--- src/rtl/ifa_pkg.sv ---
`default_nettype none
// ----------------------------------------------------------------------------
// Integer to formatted ASCII: shared package
// Types, codes, character constants and the digit lookup used by the
// formatter and its digit unit.
// ----------------------------------------------------------------------------
package ifa_pkg;

  // Default bounds for field width and precision.
  localparam int MAX_WIDTH_DEF     = 60;
  localparam int MAX_PRECISION_DEF = 32;

  // Binary to BCD conversion covers a full 64-bit magnitude.
  localparam int BIN_W       = 64;
  localparam int BCD_DIGITS  = 20;
  localparam int BCD_W       = 4 * BCD_DIGITS;

  // Most significant digits of any conversion: 64 bits in octal.
  localparam int DIGIT_DEPTH = 22;
  localparam int DIGIT_IDX_W = $clog2(DIGIT_DEPTH);
  localparam int DIGIT_CNT_W = $clog2(DIGIT_DEPTH + 1);

  // Shift-and-adjust steps for wide and narrow values.
  localparam int DABBLE_WIDE   = 64;
  localparam int DABBLE_NARROW = 32;
  localparam int STEP_W        = $clog2(DABBLE_WIDE);

  // Fixed precision for the pointer conversion.
  localparam int PTR_PRECISION = 8;

  // ASCII codes used by the formatter.
  localparam logic [7:0] CH_SPACE = 8'h20;
  localparam logic [7:0] CH_PLUS  = 8'h2B;
  localparam logic [7:0] CH_MINUS = 8'h2D;
  localparam logic [7:0] CH_ZERO  = 8'h30;
  localparam logic [7:0] CH_LOW_X = 8'h78;
  localparam logic [7:0] CH_UP_A  = 8'h41;
  localparam logic [7:0] CH_LOW_A = 8'h61;
  localparam logic [7:0] CH_NUL   = 8'h00;

  // Conversion codes.
  typedef enum logic [2:0] {
    OP_DEC  = 3'd0,
    OP_UNS  = 3'd1,
    OP_OCT  = 3'd2,
    OP_LHEX = 3'd3,
    OP_UHEX = 3'd4,
    OP_PTR  = 3'd5
  } ifa_op_e;

  // Sequencer states.
  typedef enum logic [2:0] {
    ST_IDLE,
    ST_DABBLE,
    ST_EXTRACT,
    ST_SIZE,
    ST_PAD,
    ST_PLACE,
    ST_EMIT,
    ST_EMPTY
  } ifa_state_e;

  // Commands from the sequencer to the digit unit.
  typedef struct packed {
    logic load;
    logic dec;
    logic wide;
    logic dabble;
    logic shift;
    logic oct;
  } ifa_digit_cmd_t;

  // Status from the digit unit.
  typedef struct packed {
    logic [3:0] digit;
    logic       is_zero;
  } ifa_digit_sts_t;

  // One digit value to its ASCII character.
  function automatic logic [7:0] digit_char(input logic [3:0] d, input logic upper);
    logic [7:0] ch;
    if (d < 4'd10) begin
      ch = CH_ZERO + {4'd0, d};
    end else begin
      ch = (upper ? CH_UP_A : CH_LOW_A) + {4'd0, d} - 8'd10;
    end
    return ch;
  endfunction

endpackage
`default_nettype wire

--- src/rtl/ifa_digit_unit.sv ---
`default_nettype none
// ----------------------------------------------------------------------------
// Integer to formatted ASCII: digit unit
// Holds the magnitude and runs one shared shift step per cycle: either a
// binary to BCD shift-and-adjust step, or the removal of the lowest digit.
// ----------------------------------------------------------------------------
module ifa_digit_unit (
  input  wire logic                    clk_i,
  input  wire logic                    rst_ni,
  input  wire ifa_pkg::ifa_digit_cmd_t cmd_i,
  input  wire logic [63:0]             mag_i,
  output      ifa_pkg::ifa_digit_sts_t sts_o
);

  logic [ifa_pkg::BCD_W-1:0] bcd_q, bcd_d;
  logic [ifa_pkg::BIN_W-1:0] bin_q, bin_d;
  logic [ifa_pkg::BCD_W-1:0] adj;

  // Add three to every BCD digit of five or more ahead of the shift.
  always_comb begin
    for (int i = 0; i < ifa_pkg::BCD_DIGITS; i++) begin
      adj[4*i +: 4] = (bcd_q[4*i +: 4] >= 4'd5) ? bcd_q[4*i +: 4] + 4'd3
                                                 : bcd_q[4*i +: 4];
    end
  end

  // Load, shift-and-adjust, or drop the lowest digit.
  always_comb begin
    bcd_d = bcd_q;
    bin_d = bin_q;
    if (cmd_i.load) begin
      if (cmd_i.dec) begin
        bcd_d = '0;
        bin_d = cmd_i.wide ? mag_i : {mag_i[31:0], 32'd0};
      end else begin
        bcd_d = {{(ifa_pkg::BCD_W - ifa_pkg::BIN_W){1'b0}}, mag_i};
      end
    end else if (cmd_i.dabble) begin
      bcd_d = {adj[ifa_pkg::BCD_W-2:0], bin_q[ifa_pkg::BIN_W-1]};
      bin_d = {bin_q[ifa_pkg::BIN_W-2:0], 1'b0};
    end else if (cmd_i.shift) begin
      bcd_d = cmd_i.oct ? (bcd_q >> 3) : (bcd_q >> 4);
    end
  end

  // Working registers carry data only.
  always_ff @(posedge clk_i) begin
    bcd_q <= bcd_d;
    bin_q <= bin_d;
  end

  // Lowest digit in the current base and the end-of-digits flag.
  assign sts_o.digit   = cmd_i.oct ? {1'b0, bcd_q[2:0]} : bcd_q[3:0];
  assign sts_o.is_zero = (bcd_q == '0);

  // The load and the step commands are never issued together.
  assert property (@(posedge clk_i) disable iff (!rst_ni)
                   cmd_i.load |-> !(cmd_i.dabble || cmd_i.shift))
    else $error("digit unit load collides with a step");

  // Drop a digit only while one remains.
  assert property (@(posedge clk_i) disable iff (!rst_ni)
                   cmd_i.shift |-> !sts_o.is_zero)
    else $error("digit unit shifted an exhausted magnitude");

  // A decimal load clears the BCD field.
  assert property (@(posedge clk_i) disable iff (!rst_ni)
                   (cmd_i.load && cmd_i.dec) |=> sts_o.is_zero)
    else $error("digit unit BCD field not cleared on load");

endmodule
`default_nettype wire

--- src/rtl/integer_to_formatted_ascii_unit.sv ---
`default_nettype none
// ----------------------------------------------------------------------------
// Integer to formatted ASCII unit
// Converts one integer under a printf style integer spec into a stream of
// ASCII characters, one word per character, the final one marked.
// ----------------------------------------------------------------------------
// One input word is taken while the unit is idle; it then stalls its input
// until the last character has been loaded into the output register. A
// decimal conversion first runs the shared shift-and-adjust unit for one
// step per bit of a wide or a narrow value (octal and hex skip this), then
// removes one digit per cycle (up to 22) until the magnitude is seen
// exhausted, sizes the field in the SIZE, PAD and PLACE states, and emits
// one character per cycle while the output is not stalled, up to PosMax.
// An empty conversion gives a single word with last and empty_res set.
// ----------------------------------------------------------------------------
module integer_to_formatted_ascii_unit #(
  parameter int MAX_WIDTH     = ifa_pkg::MAX_WIDTH_DEF,
  parameter int MAX_PRECISION = ifa_pkg::MAX_PRECISION_DEF
) (
  input  wire logic        clk_i,
  input  wire logic        rst_ni,
  // Input channel
  input  wire logic        in_valid_i,
  output      logic        in_stall_o,
  input  wire logic [63:0] value_i,
  input  wire logic        wide_i,
  input  wire logic [2:0]  opcode_i,
  input  wire logic        left_justify_i,
  input  wire logic        plus_sign_i,
  input  wire logic        space_sign_i,
  input  wire logic        alt_form_i,
  input  wire logic        zero_pad_i,
  input  wire logic [5:0]  field_width_i,
  input  wire logic [5:0]  digit_count_i,
  input  wire logic        count_given_i,
  // Output channel
  output      logic        out_valid_o,
  input  wire logic        out_stall_i,
  output      logic [7:0]  out_char_o,
  output      logic        last_o,
  output      logic        empty_res_o
);

  // Longest digit string plus sign, or the widest field, plus the prefix.
  localparam int DigMax = (MAX_PRECISION > ifa_pkg::DIGIT_DEPTH) ? MAX_PRECISION
                                                                 : ifa_pkg::DIGIT_DEPTH;
  localparam int PosMax = ((MAX_WIDTH > DigMax + 1) ? MAX_WIDTH : DigMax + 1) + 2;
  localparam int PW     = $clog2(PosMax + 1);

  ifa_pkg::ifa_state_e state_q, state_d;

  // Control registers
  logic [ifa_pkg::STEP_W-1:0]      step_q;
  logic [ifa_pkg::DIGIT_CNT_W-1:0] nd_q;
  logic [PW-1:0]                   k_q;
  logic                            out_valid_q;

  // Per-item payload registers
  logic          wide_q, dec_q, oct_q, upper_q, sgn_q, alt_q, left_q, zero_q;
  logic [7:0]    sign_char_q;
  logic [PW-1:0] width_q, prec_q;
  logic [PW-1:0] nd_tot_q, body_q, pad_q;
  logic [PW-1:0] lead_q, s_end_q, a_end_q, z_end_q, d_end_q, total_q;
  logic [7:0]    out_char_q;
  logic          out_last_q, out_empty_q;
  logic [3:0]    digit_buf_q [ifa_pkg::DIGIT_DEPTH];

  ifa_pkg::ifa_digit_cmd_t dcmd;
  ifa_pkg::ifa_digit_sts_t dsts;

  logic          accept, slot_free, op_bad, neg;
  logic [63:0]   mag;
  logic [PW-1:0] lead_c, s_end_c, a_end_c, z_end_c, d_end_c, total_c;
  logic [PW-1:0] idx;
  logic [7:0]    emit_char;

  assign accept    = in_valid_i && !in_stall_o;
  assign slot_free = !out_valid_q || !out_stall_i;
  assign op_bad    = opcode_i > 3'(ifa_pkg::OP_PTR);

  // Signed narrow values print their two's complement magnitude.
  assign neg = !wide_i && (opcode_i == ifa_pkg::OP_DEC) && value_i[31];
  assign mag = wide_i ? value_i
                      : {32'd0, neg ? (~value_i[31:0] + 32'd1) : value_i[31:0]};

  ifa_digit_unit u_digit (
    .clk_i  (clk_i),
    .rst_ni (rst_ni),
    .cmd_i  (dcmd),
    .mag_i  (mag),
    .sts_o  (dsts)
  );

  // Field layout from the padded digit string.
  always_comb begin
    lead_c  = (!left_q && !zero_q) ? pad_q : '0;
    s_end_c = lead_c + PW'(sgn_q);
    a_end_c = s_end_c + (alt_q ? PW'(2) : PW'(0));
    z_end_c = a_end_c + ((!left_q && zero_q) ? pad_q : PW'(0));
    d_end_c = z_end_c + nd_tot_q;
    total_c = d_end_c + (left_q ? pad_q : PW'(0));
  end

  // Character at the current position of the field.
  always_comb begin
    idx = d_end_q - PW'(1) - k_q;
    if (k_q < lead_q) begin
      emit_char = ifa_pkg::CH_SPACE;
    end else if (k_q < s_end_q) begin
      emit_char = sign_char_q;
    end else if (k_q < a_end_q) begin
      emit_char = (k_q == s_end_q) ? ifa_pkg::CH_ZERO : ifa_pkg::CH_LOW_X;
    end else if (k_q < z_end_q) begin
      emit_char = ifa_pkg::CH_ZERO;
    end else if (k_q < d_end_q) begin
      emit_char = (idx < PW'(nd_q))
                  ? ifa_pkg::digit_char(digit_buf_q[idx[ifa_pkg::DIGIT_IDX_W-1:0]], upper_q)
                  : ifa_pkg::CH_ZERO;
    end else begin
      emit_char = ifa_pkg::CH_SPACE;
    end
  end

  // Sequencer: next state and digit unit commands.
  always_comb begin
    state_d     = state_q;
    dcmd        = '0;
    dcmd.load   = accept;
    dcmd.dec    = (opcode_i == ifa_pkg::OP_DEC) || (opcode_i == ifa_pkg::OP_UNS);
    dcmd.wide   = wide_i;
    dcmd.oct    = oct_q;
    unique case (state_q)
      ifa_pkg::ST_IDLE: begin
        if (accept) begin
          if (op_bad) begin
            state_d = ifa_pkg::ST_EMPTY;
          end else if (dcmd.dec) begin
            state_d = ifa_pkg::ST_DABBLE;
          end else begin
            state_d = ifa_pkg::ST_EXTRACT;
          end
        end
      end
      ifa_pkg::ST_DABBLE: begin
        dcmd.dabble = 1'b1;
        if (step_q == (wide_q ? ifa_pkg::STEP_W'(ifa_pkg::DABBLE_WIDE - 1)
                              : ifa_pkg::STEP_W'(ifa_pkg::DABBLE_NARROW - 1))) begin
          state_d = ifa_pkg::ST_EXTRACT;
        end
      end
      ifa_pkg::ST_EXTRACT: begin
        if (dsts.is_zero) begin
          state_d = ifa_pkg::ST_SIZE;
        end else begin
          dcmd.shift = 1'b1;
        end
      end
      ifa_pkg::ST_SIZE: begin
        state_d = ifa_pkg::ST_PAD;
      end
      ifa_pkg::ST_PAD: begin
        state_d = ifa_pkg::ST_PLACE;
      end
      ifa_pkg::ST_PLACE: begin
        state_d = (total_c == '0) ? ifa_pkg::ST_EMPTY : ifa_pkg::ST_EMIT;
      end
      ifa_pkg::ST_EMIT: begin
        if (slot_free && (k_q == total_q - PW'(1))) begin
          state_d = ifa_pkg::ST_IDLE;
        end
      end
      ifa_pkg::ST_EMPTY: begin
        if (slot_free) begin
          state_d = ifa_pkg::ST_IDLE;
        end
      end
      default: begin
        state_d = ifa_pkg::ST_IDLE;
      end
    endcase
  end

  // State, counters and output valid.
  always_ff @(posedge clk_i or negedge rst_ni) begin
    if (!rst_ni) begin
      state_q     <= ifa_pkg::ST_IDLE;
      step_q      <= '0;
      nd_q        <= '0;
      k_q         <= '0;
      out_valid_q <= 1'b0;
    end else begin
      state_q <= state_d;
      if (accept) begin
        step_q <= '0;
        nd_q   <= '0;
      end
      if (state_q == ifa_pkg::ST_DABBLE) begin
        step_q <= step_q + ifa_pkg::STEP_W'(1);
      end
      if (dcmd.shift) begin
        nd_q <= nd_q + ifa_pkg::DIGIT_CNT_W'(1);
      end
      if (state_q == ifa_pkg::ST_PLACE) begin
        k_q <= '0;
      end else if (state_q == ifa_pkg::ST_EMIT && slot_free) begin
        k_q <= k_q + PW'(1);
      end
      if ((state_q == ifa_pkg::ST_EMIT || state_q == ifa_pkg::ST_EMPTY) && slot_free) begin
        out_valid_q <= 1'b1;
      end else if (!out_stall_i) begin
        out_valid_q <= 1'b0;
      end
    end
  end

  // Item settings, digit buffer, layout and output word.
  always_ff @(posedge clk_i) begin
    if (accept) begin
      wide_q  <= wide_i;
      dec_q   <= dcmd.dec;
      oct_q   <= (opcode_i == ifa_pkg::OP_OCT);
      upper_q <= (opcode_i == ifa_pkg::OP_UHEX) || (opcode_i == ifa_pkg::OP_PTR);
      alt_q   <= alt_form_i && ((opcode_i == ifa_pkg::OP_LHEX) ||
                                (opcode_i == ifa_pkg::OP_UHEX));
      left_q  <= left_justify_i;
      zero_q  <= zero_pad_i && !left_justify_i;
      sgn_q   <= neg || plus_sign_i || space_sign_i;
      sign_char_q <= neg ? ifa_pkg::CH_MINUS :
                     plus_sign_i ? ifa_pkg::CH_PLUS : ifa_pkg::CH_SPACE;
      width_q <= (field_width_i > 6'(MAX_WIDTH)) ? PW'(MAX_WIDTH) : PW'(field_width_i);
      if (opcode_i == ifa_pkg::OP_PTR) begin
        prec_q <= PW'(ifa_pkg::PTR_PRECISION);
      end else if (count_given_i) begin
        prec_q <= (digit_count_i > 6'(MAX_PRECISION)) ? PW'(MAX_PRECISION)
                                                       : PW'(digit_count_i);
      end else begin
        prec_q <= PW'(1);
      end
    end
    if (dcmd.shift) begin
      digit_buf_q[nd_q[ifa_pkg::DIGIT_IDX_W-1:0]] <= dsts.digit;
    end
    if (state_q == ifa_pkg::ST_SIZE) begin
      nd_tot_q <= (PW'(nd_q) > prec_q) ? PW'(nd_q) : prec_q;
    end
    if (state_q == ifa_pkg::ST_PAD) begin
      body_q <= nd_tot_q + PW'(sgn_q);
      pad_q  <= (width_q > nd_tot_q + PW'(sgn_q)) ? width_q - nd_tot_q - PW'(sgn_q)
                                                   : PW'(0);
    end
    if (state_q == ifa_pkg::ST_PLACE) begin
      lead_q  <= lead_c;
      s_end_q <= s_end_c;
      a_end_q <= a_end_c;
      z_end_q <= z_end_c;
      d_end_q <= d_end_c;
      total_q <= total_c;
    end
    if (state_q == ifa_pkg::ST_EMIT && slot_free) begin
      out_char_q  <= emit_char;
      out_last_q  <= (k_q == total_q - PW'(1));
      out_empty_q <= 1'b0;
    end else if (state_q == ifa_pkg::ST_EMPTY && slot_free) begin
      out_char_q  <= ifa_pkg::CH_NUL;
      out_last_q  <= 1'b1;
      out_empty_q <= 1'b1;
    end
  end

  assign in_stall_o  = (state_q != ifa_pkg::ST_IDLE);
  assign out_valid_o = out_valid_q;
  assign out_char_o  = out_char_q;
  assign last_o      = out_last_q;
  assign empty_res_o = out_empty_q;

  // An accepted word holds off the next one.
  assert property (@(posedge clk_i) disable iff (!rst_ni)
                   accept |=> in_stall_o)
    else $error("input accepted twice in a row");

  // Emission never runs past the end of the field.
  assert property (@(posedge clk_i) disable iff (!rst_ni)
                   (state_q == ifa_pkg::ST_EMIT) |-> (k_q < total_q))
    else $error("character position beyond field end");

  // An empty word is always the last of its item.
  assert property (@(posedge clk_i) disable iff (!rst_ni)
                   (out_valid_o && empty_res_o) |-> last_o)
    else $error("empty word not marked last");

  // The digit buffer never overflows.
  assert property (@(posedge clk_i) disable iff (!rst_ni)
                   dcmd.shift |-> (nd_q < ifa_pkg::DIGIT_CNT_W'(ifa_pkg::DIGIT_DEPTH)))
    else $error("digit buffer overflow");

  // The layout is only used after the digit string has been sized.
  assert property (@(posedge clk_i) disable iff (!rst_ni)
                   (state_q == ifa_pkg::ST_PLACE) |-> (body_q == nd_tot_q + PW'(sgn_q)))
    else $error("field body size inconsistent");

  // The base flags of an item never both point to a decimal and octal string.
  assert property (@(posedge clk_i) disable iff (!rst_ni)
                   (state_q == ifa_pkg::ST_EXTRACT) |-> !(dec_q && oct_q))
    else $error("conflicting base flags");

endmodule
`default_nettype wire

--- config.mk ---
export PLATFORM = sky130hd
export DESIGN_NAME = integer_to_formatted_ascii_unit
export DESIGN_NICKNAME = d
export VERILOG_FILES = /design/src/rtl/ifa_pkg.sv /design/src/rtl/ifa_digit_unit.sv /design/src/rtl/integer_to_formatted_ascii_unit.sv
export SDC_FILE = /design/constraint.sdc
export NUM_CORES = 1
export LEC_CHECK = 0
export BUFFER_PORTS_ARGS = -buffer_cell sky130_fd_sc_hd__buf_4
export CAP_MARGIN = 20
export CORE_MARGIN = 2
export CORE_UTILIZATION = 40
export DETAILED_ROUTE_END_ITERATION = 16
export MAX_ROUTING_LAYER = met4
export SLEW_MARGIN = 30
export SYNTH_ARGS = -nofsm -noshare
export SYNTH_HDL_FRONTEND = slang
export SYNTH_HIERARCHICAL = 1
export SYNTH_SLANG_ARGS = --single-unit
export TNS_END_PERCENT = 30
--- constraint.sdc ---
create_clock -name clk_i -period 16.1 [get_ports clk_i]
set_input_delay 4.83 -clock clk_i [delete_from_list [all_inputs] [get_ports clk_i]]
set_output_delay 4.83 -clock clk_i [all_outputs]
set_load 0.01 [all_outputs]
==> flow_metrics.env <==
export IMPL_endpoint_kind="register"
export IMPL_syn_nets=2227
export IMPL_clk_latency_ps=570
export IMPL_clk_pin_slew_ps=60
export IMPL_vias=15266
export IMPL_drive_gt1_share_pct=11.43
export IMPL_power_mw=4.311
export IMPL_peakVddDrop_mv=0.1134
export IMPL_cts_setup_buffers=0
export IMPL_yosysSeqAreaShare_pct=46.79
export IMPL_first_pass_iters=7
export IMPL_pwr_share_seq_pct=37.6
export IMPL_synth_cell_type_count=79
export IMPL_cts_resized=0
export IMPL_r2r_cells=18
export IMPL_cap_violations=0
export IMPL_cts_tree="done"
export IMPL_netSwitchingPower_mw=1.754
export IMPL_p_clk_share_pct=19.8
export IMPL_cpMostUsedCell="inv_1"
export IMPL_max_freq_mhz=127.9
export IMPL_slew_headroom_pct=36.00
export IMPL_drtIter0Drc=1135
export IMPL_pwr_density_cell_mw_per_mm2=183.8
export IMPL_hp_class="reg2reg"
export IMPL_cp_endpoint="u_digit/bcd_q[21]"
export IMPL_initial_core_util_pct=40.68
export IMPL_cts_max_level=2
export IMPL_ys_ff_latch=331
export IMPL_io_pins=102
export IMPL_grt_pass1_vias=14909
export IMPL_max_stage_delay_ps=830
export IMPL_cp_required_ps=16500
export IMPL_wl_um=55770
export IMPL_dieWidth_um=233.1
export IMPL_reg2reg_to="state_q[0]"
export IMPL_clock_root_buffer="clkbuf_16"
export IMPL_cts_sinks=331
export IMPL_synthCells=1981
export IMPL_dpl_hpwl_um=38480
export IMPL_syn_area_per_cell_um2=10.60
export IMPL_numCtsBuffers=39
export IMPL_netSwitchingFraction_pct=40.69
export IMPL_ant_nets=0
export IMPL_yosys_area_top_type_share_pct=44.19
export IMPL_cp_num_buf_inv=3
export IMPL_r2r_start="left_q"
export IMPL_crit_chain="buf_4, nor4_2, nand2_1, inv_1, o41ai_2, xnor2_1, inv_1, o21ai_0, o21ai_1, a211oi_2"
export IMPL_setup_violations=0
export IMPL_startpoint_type="input pin"
export IMPL_cp_num_cells=10
export IMPL_crit_family="buffers and inverters"
export IMPL_synthArstFlopShare_pct=6.344
export IMPL_antenna_found_initial=1
export IMPL_slew_violations=0
export IMPL_critPathSlowestCell="inv_1"
export IMPL_fill_cells=4800
export IMPL_area_growth_pct=11.71
export IMPL_fin_worst_skew_ps=20.83
export IMPL_status="finished, final reports clean"
export IMPL_worst_slew_pin_slew_ps=960.0
export IMPL_synth_warning_count=6
export IMPL_core_area_mm2=0.05161
export IMPL_tns_ps=0
export IMPL_ys_flop_type="edfxtp_1"
export IMPL_synth_edf_count=309
export IMPL_grt_setup_unrepaired="false"
export IMPL_track_usage_pct=21.06
export IMPL_crit_start="wide_i"
export IMPL_timing_final_crit_share_pct=48.56
export IMPL_io_buffers=100
export IMPL_grt_overflow=0
export IMPL_gp_congestion=0.8613
export IMPL_hold_violations=0
export IMPL_reg2reg_slack_ps=10800
export IMPL_routedWlPerCell_um=20.24
export IMPL_grt_max_degree=105
export IMPL_p_leak_nw=9.132
export IMPL_vias_per_cell=5.541
export IMPL_pwr_share_comb_pct=42.5
export IMPL_grt_pass1_wl_um=86000
export IMPL_internal_power_mw=2.557
export IMPL_postCtsHoldBufs=0
export IMPL_worstSetupPathType="in2reg"
export IMPL_drc=0
export IMPL_die_area_mm2=0.05434
export IMPL_netlist_area_mm2=0.02100
export IMPL_nets=2292
export IMPL_period_needed_ps=7818
export IMPL_cts_max_path_buffers=3
export IMPL_critPathMaxFanout=44
export IMPL_yosysTopAreaCell="edfxtp_1"
export IMPL_fp_dieH_um=233.1
export IMPL_rows=83
export IMPL_worstPathArrival_ps=8220
export IMPL_synth_area_leaders="edfxtp_1 44%, ha_1 8.9%, mux2i_1 4.1%"
[routing by layer]
layer,global-route usage (%),vias up,wire [um]
li1,-,7329,-
met1,27.12,7329,24290
met2,33.27,472,26150
met3,3.381,136,3104
met4,8.340,0,2231
met5,-,-,0
[area by class of cell]
cell class | count | area [um2] | share of cell area, %
Multi-Input combinational cell | 1380 | 9998 | 42.63
Sequential cell | 331 | 9824 | 41.89
Clock buffer | 47 | 1016 | 4.332
Timing Repair Buffer | 119 | 929.6 | 3.964
Tap cell | 680 | 850.8 | 3.627
Inverter | 175 | 661.9 | 2.822
Clock inverter | 22 | 171.4 | 0.7308
Antenna cell | 1 | 2.502 | 0.01067
[state kept, by name, summed over array words and instances (netlist names), 7 cells and up]
register / flops
digit_buf_q: 88
u_digit/bin_q: 64
out_char_o: 7
u_digit/bcd_q: 80
[worst min-delay path by stage]
stage	depth (start not counted)	start	to	slack, ps
after floorplan	1	step_q[4]	step_q[4]	470
after global placement	1	empty_res_o	empty_res_o	480
after detailed placement	1	step_q[4]	step_q[4]	490
after CTS	1	step_q[5]	step_q[5]	500
after global routing	1	step_q[5]	step_q[5]	520
final	1	step_q[5]	step_q[5]	500
[layout by cell type, fill, tap and decap left out, types with 11 or more instances in the layout]
| master | count |
|---|---|
| o221ai_1 | 17 |
| o311ai_1 | 17 |
| edfxtp_1 | 309 |
| nand3_1 | 69 |
| clkbuf_16 | 39 |
| nand2b_1 | 33 |
| mux2i_1 | 86 |
| a211oi_2 | 18 |
| xor2_1 | 51 |
| dfrtp_1 | 21 |
| a21oi_1 | 126 |
| nor2b_1 | 16 |
| o21ai_1 | 19 |
| xnor2_1 | 46 |
| nand4_1 | 15 |
| o21ai_0 | 137 |
| inv_1 | 173 |
| mux4_2 | 19 |
| nor3b_1 | 27 |
| and2_1 | 57 |
| a21o_1 | 11 |
| nor2_1 | 132 |
| nand2_1 | 126 |
| a221o_1 | 16 |
| clkinv_1 | 11 |
| ha_1 | 150 |
| nor3_1 | 48 |
| buf_4 | 116 |
[cells in the mapped netlist (9+ instances only)]
cell and instances:
inv_1 174, nor3_1 48, buf_2 30, a211oi_2 18
a21o_1 11, xor2_1 51, mux2i_1 86, o221ai_1 17
o21ai_0 137, edfxtp_1 309, a221o_1 16, buf_6 12
buf_4 16, o21ai_1 19, mux4_2 19, nand2b_1 33
nor2_1 133, nand3_1 69, o311ai_1 17, nand4_1 15
nor2b_1 17, clkbuf_1 33, xnor2_1 46, nor3b_1 27
a21oi_1 126, dfrtp_1 21, ha_1 150, and2_1 57
nand2_1 126, nor4_1 9
[kinds of logic after synthesis]
| logic type | share of synthesized area, % |
|---|---|
| other cells | 0.01786 |
| flops | 46.79 |
| mux | 6.299 |
| fa+ha+maj | 9.511 |
| xor+xnor | 4.124 |
| compound gates | 13.44 |
| buf+inv | 5.727 |
| simple gates | 14.09 |
[power by group through the flow]
stage | clock, mW | sequential (mW) | combinational, mW
2_1_floorplan | 0 | 1.53 | 1.40
6_report | 0.856 | 1.62 | 1.83
5_1_grt | 0.906 | 1.66 | 2.05
3_5_place_dp | 0 | 1.63 | 1.82
3_3_place_gp | 0 | 1.63 | 1.77
4_1_cts | 0.874 | 1.62 | 1.83
[per-stage QoR]
stage / util, % / hold slack [ps] / setup WS (ps) / instance area, um2 / cells
after floorplan: - / 468.4 / 6958 / 21000 / 1981
after global placement: 43.01 / 483.3 / 7381 / 22200 / 2683
after detailed placement: 43.02 / 494.9 / 7386 / 22210 / 2683
after CTS: 45.32 / 503.5 / 7964 / 23390 / 2752
after global routing: 45.44 / 524.6 / 8048 / 23460 / 2755
final: 45.44 / 502.8 / 8282 / 23460 / 2755
(Power assumes the default switching activity.)
